File: src/rtl/apa_pkg.sv
`default_nettype none

package apa_pkg;

    localparam int unsigned ID_BITS   = 16;
    localparam int unsigned PTR_W     = ID_BITS + 1;
    localparam int unsigned ADDR_W    = 32;
    localparam int unsigned RING_DEPTH = 2 ** ID_BITS;
    localparam int unsigned CFG_AW    = 3;

    localparam logic [PTR_W-1:0] ID_LIMIT = {1'b1, {ID_BITS{1'b0}}};
    localparam logic [PTR_W-1:0] ID_MASK  = {1'b0, {ID_BITS{1'b1}}};

    // Register index as seen in paddr[CFG_AW-1]
    localparam logic REG_PREFIX = 1'b0;

    localparam logic OP_ALLOC   = 1'b0;
    localparam logic OP_RECYCLE = 1'b1;

    typedef struct packed {
        logic exec;       // accept the request, update pointers
        logic load_ring;  // registered ring data is valid, form result
        logic emit;       // move the pending result into the output register
    } cmd_t;

    typedef struct packed {
        logic ring_pop;   // request pops the free ring
    } status_t;

    function automatic logic [ADDR_W-1:0] swap_bytes(input logic [ADDR_W-1:0] v);
        return {v[7:0], v[15:8], v[23:16], v[31:24]};
    endfunction

endpackage

`default_nettype wire

File: src/rtl/apa_ctrl.sv
`default_nettype none

module apa_ctrl (
    input  wire logic             aclk,
    input  wire logic             aresetn,
    input  wire logic             s_tvalid,
    output logic                  s_tready,
    output logic                  m_tvalid,
    input  wire logic             m_tready,
    input  wire apa_pkg::status_t status,
    output apa_pkg::cmd_t         cmd
);

    import apa_pkg::*;

    typedef enum logic [2:0] {
        S_IDLE = 3'b001,
        S_READ = 3'b010,
        S_EMIT = 3'b100
    } state_t;

    state_t state_reg, state_next;
    logic   m_valid_reg, m_valid_next;
    logic   accept;
    logic   out_free;

    assign s_tready = (state_reg == S_IDLE);
    assign accept   = s_tvalid && s_tready;
    assign out_free = !m_valid_reg || m_tready;

    assign cmd.exec      = accept;
    assign cmd.load_ring = (state_reg == S_READ);
    assign cmd.emit      = (state_reg == S_EMIT) && out_free;

    always_comb begin
        state_next = state_reg;
        unique case (state_reg)
            S_IDLE: begin
                if (accept) begin
                    state_next = status.ring_pop ? S_READ : S_EMIT;
                end
            end
            S_READ: begin
                state_next = S_EMIT;
            end
            S_EMIT: begin
                if (out_free) begin
                    state_next = S_IDLE;
                end
            end
            default: begin
                state_next = S_IDLE;
            end
        endcase
    end

    // Output register: load on emit, drop once the transfer completes
    always_comb begin
        m_valid_next = m_valid_reg;
        if (cmd.emit) begin
            m_valid_next = 1'b1;
        end else if (m_tready) begin
            m_valid_next = 1'b0;
        end
    end

    always_ff @(posedge aclk) begin
        if (!aresetn) begin
            state_reg   <= S_IDLE;
            m_valid_reg <= 1'b0;
        end else begin
            state_reg   <= state_next;
            m_valid_reg <= m_valid_next;
        end
    end

    assign m_tvalid = m_valid_reg;

endmodule

`default_nettype wire

File: config.mk
export PLATFORM = sky130hd
export DESIGN_NAME = apa_ctrl
export DESIGN_NICKNAME = d
export VERILOG_FILES = /design/src/rtl/apa_pkg.sv /design/src/rtl/apa_ctrl.sv
export SDC_FILE = /design/constraint.sdc
export NUM_CORES = 1
export LEC_CHECK = 0
export ABC_AREA = 0
export BUFFER_PORTS_ARGS = -buffer_cell sky130_fd_sc_hd__clkbuf_2
export CORE_AREA = 2 2 39 41
export DETAILED_ROUTE_END_ITERATION = 8
export DIE_AREA = 0 0 41 43
export PLACE_DENSITY = 0.42
export SYNTH_ARGS = -nofsm -noshare
export SYNTH_HDL_FRONTEND = slang
export SYNTH_SLANG_ARGS = --single-unit
File: constraint.sdc
create_clock -name aclk -period 1.2 [get_ports aclk]
set_input_delay 0.12 -clock aclk [delete_from_list [all_inputs] [get_ports aclk]]
set_output_delay 0.12 -clock aclk [all_outputs]
set_load 0.01 [all_outputs]
# ---- After elaboration in Yosys (flattened, before gate mapping)
# Index checks and enable logic that the tools add are counted.
# Widths: inputs -> output; s select.
dict set report totals {
  input_bits 5
  mem_count 0
  romBits 0
  latchBits 0
  reg_bits 4
  word_cells 19
  ram_bits 0
  output_inout_bits 5
}
dict set report op_classes {
  shift 0
  reduce_logical 6
  div 0
  n_mux 6
  n_mul 0
  order_cmp 0
  eq_ne 5
  bitwise 0
  add_sub_neg 0
}
# cell count
set ops {}
lappend ops {{$mux 3} 3}
lappend ops {{$pmux 3 s3} 1}
lappend ops {{$eq 3x1->1 const B} 1}
lappend ops {{$eq 3x2->1 const B} 1}
lappend ops {{$eq 3x3->1 const B} 1}
lappend ops {{$logic_and 1x1->1} 2}
lappend ops {{$mux 1} 2}
lappend ops {{$ne 2x1->1 const B} 1}
lappend ops {{$ne 2x2->1 const B} 1}
lappend ops {{$reduce_and 2->1} 1}
lappend ops {{$reduce_bool 2->1} 1}
lappend ops {{$logic_not 1->1} 1}
lappend ops {{$logic_or 1x1->1} 1}

# ---- Longest topological paths before layout
dict set report depth {
  depth_word 4
  mapped_depth 3
  depth_no_buf 3
}

# ---- Worst setup path after synthesis
# OpenSTA, ideal clock, no wires.
dict set report synth_timing {
  kind {flip-flop to output port}
  from {reg state_reg[0]}
  to {out cmd[2] (netlist name)}
  arrival_ns 1.019
  path_buffers 1
  slack_ns 0.061
  required_time_ns 1.080
  stages_incl_launch_ff 4
  path_cell_list {dfxtp_1 > nor3b_1 > and2_1 > buf_4}
}
dict set report synth_between {
  elab_chain_len 2
}
# element line
set synth_lines {}
lappend synth_lines {{start: declaration} apa_ctrl.sv:22} ;# state_t state_reg, state_next;
lappend synth_lines {{start signal: assignment} apa_ctrl.sv:72} ;# state_reg <= state_next;
lappend synth_lines {{$eq 3x1->1} apa_ctrl.sv:27} ;# assign s_tready = (state_reg == S_IDLE);
lappend synth_lines {{via s_tready} apa_ctrl.sv:7} ;# output logic s_tready,
lappend synth_lines {{$logic_and 1x1->1} apa_ctrl.sv:28} ;# assign accept = s_tvalid && s_tready;
lappend synth_lines {{end: declaration} apa_ctrl.sv:11} ;# output apa_pkg::cmd_t cmd
# The timed path passes the listed nets, and every way through them passes these cells.

==> impl_metrics.csv <==
group,metric,value,unit
sta,fmax,745,MHz
routing,vias,195,
grt,grt_max_degree,5,
sta,slew_headroom,86.2,%
final_layout,multi_input_area,109,µm²
sta,tightest_slew,206,ps
final_layout,layout_commonest_cell,"clkbuf_2",
floorplan,die_h,43,µm
final_layout,final_cell_mix,"8 x clkbuf_2, 3 x clkbuf_4, 3 x dfxtp_2",
cts,insertion_delay,240,ps
final_layout,nNetsFinal,39,
routing,drc,0,
routing,first_iter_violations,2,
place,hpwl,322,µm
final_layout,drive_gt1_share,68.8,%
sta,post-route-min-period,1340,ps
sta,rsz0062_at_grt,"yes",
sta,skew,5.04,ps
grt,grt_first_pass_wirelength,752,µm
cts,cts.htree.levels,1,
floorplan,io_pins,10,
synth,syn_avg_cell_area,9.57,µm²
min_path,min_path_type,"input pin to flop",
grt,first_global_vias,182,
place,dpl.cell_count,43,
sta,finalSetupViolCount,2,
run,drv_cap,0,
pwr,ir_drop,0.548,mV
sta,holdWs,85.4,ps
synth,yosys.cell_types.count,15,
synth,syn_nets,25,
final_layout,insertedDiodeCount,0,
cts,tritoncts,"built",
routing,dr.pass1.iters,2,
pwr,cellLeakagePower,0.000137,µW
critical_path,cp-start-kind,"flop",
synth,ys_warn_count,0,
floorplan,start_util,13.8,%
final_layout,largest_reg_flops,3,
routing,ant_nets,0,
floorplan,core_area,1380,µm²
sta,hold_viol_final,0,
critical_path,required,1080,ps
final_layout,synthToLayoutAreaGrowth,54.2,%
grt,grt_overflow,0,
critical_path,end_kind,"output pin",
cts,cts.path.max_buffers,2,
cts,cts_sinks,4,
routing,wl_per_cell,10.1,µm
critical_path,max_stage_delay,410,ps
status,outcome,"complete, but fails checks",
sta,drv_slew,0,
pwr,p_per_area,1260,nW/µm²
final_layout,post-route-util,21.3,%
cts,clk_pin_slew,40,ps
status,violations,"negative setup slack",
sta,timing.final.ws_setup,-142,ps
final_layout,fin_cells,48,
grt,antenna_found_initial,0,
critical_path,critPathKind,"flop to output pin",
critical_path,path_cells,"or3b_4 > nor2b_2 > buf_2",
synth,syn_area,191,µm²
critical_path,cpMaxStageDelayCell,"or3b_4",
sta,tns,-186,ps
synth,ys_ff_latch,4,
floorplan,die_area,1760,µm²
sta,fin_crit_sh,112,%
final_layout,num-fill-cells,157,
floorplan,fp-row-count,14,
cts,cts_made_buffers,3,
routing,totalWireLength,486,µm
critical_path,arrival,1220,ps
critical_path,cp_max_fo,4,
synth,seq_area_frac_synth,41.8,%
place,port_buffers,9,
grt,grt_util_all_layers,7.21,%
floorplan,fp.dieW,41,µm
final_layout,seq_area,83.8,µm²
routing,via_per_inst,4.06,
synth,syn-instance-count,20,
cts,clock-root-buffer,"clkbuf_4",
place,routabilityCongestion,0.614,
## where the power goes
group / internal (µW) / total [µW] / switching [µW]
logic: 30.8 / 52.8 / 22.1
registers: 141 / 147 / 5.97
clock network: 112 / 171 / 59.0
total: 284 / 371 / 87.1
## final timing paths
path,from,endpoint,slack [ps],depth (start not counted)
setup reg to reg,state_reg[0]$_SDFFE_PN1P_,state_reg[2]$_SDFFE_PN0P_,150,3
hold reg to reg,m_tvalid$_SDFFE_PN0P_,m_tvalid$_SDFFE_PN0P_,550,2
hold / removal,aresetn,state_reg[0]$_SDFFE_PN1P_,90,2
setup / recovery,state_reg[0]$_SDFFE_PN1P_,cmd[0],-140,3
## metal layers
layer / global-route usage, % / part of all wire [%] / wire [µm]
met1: 7.35 / 45 / 218
met4: 2.00 / 0 / 0
met3: 9.42 / 14 / 69
met5: 0 / 0 / 0
met2: 8.75 / 41 / 199
## Yosys cell counts
cell type	n	area (µm²)
or3b_1	1	8.76
o31ai_1	1	7.51
nand4bb_1	1	11.3
nor2_2	1	6.26
o21a_1	1	7.51
nor3b_1	1	7.51
nor2b_1	1	6.26
nor2_1	1	3.75
dfxtp_1	4	80.1
a21boi_0	1	7.51
nand2b_1	2	12.5
buf_4	2	15.0
and3_1	1	6.26
and2_1	1	6.26
a21oi_1	1	5.00
## repair_timing
action,4_1_cts,5_1_grt
pin swaps,1,0
gates resized for setup,6,2
hold buffers,0,0
setup buffers,2,0
gates cloned,0,0
endpoints found under the setup margin,2,2
## critical path: cells and delay by family, from the launching register on
kind / cells / cell delay [ps]
buffers and inverters: 1 / 130
and+or+nand+nor: 2 / 520
DFF: 1 / 330
## layout make-up
class | instances | share of cell area [%]
Clock buffer | 3 | 7.63
Multi-Input combinational cell | 14 | 36.9
Sequential cell | 4 | 28.4
Tap cell | 16 | 6.78
Timing Repair Buffer | 11 | 20.3
## cells by family (layout without fill, tap and decap cells)
logic type | after synthesis | count (layout) | share of synthesized area, %
AO/OA/AOI/OAI | 4 | 4 | 14.4
buffers and inverters | 2 | 14 | 7.84
flip-flops | 4 | 4 | 41.8
AND/OR/NAND/NOR | 10 | 10 | 36.0
## metrics by stage
| step | power (µW) | worst slack (ps) | area, µm² |
|---|---|---|---|
| 6_report | 371 | -142 | 295 |
| 5_1_grt | 394 | -191 | 295 |
| 4_1_cts | 376 | -164 | 293 |
| 3_5_place_dp | 187 | 56.3 | 241 |
| 3_3_place_gp | 186 | 63.1 | 241 |
| 2_1_floorplan | 173 | 60.8 | 191 |
No activity file was read; power rests on OpenSTA's default activity.
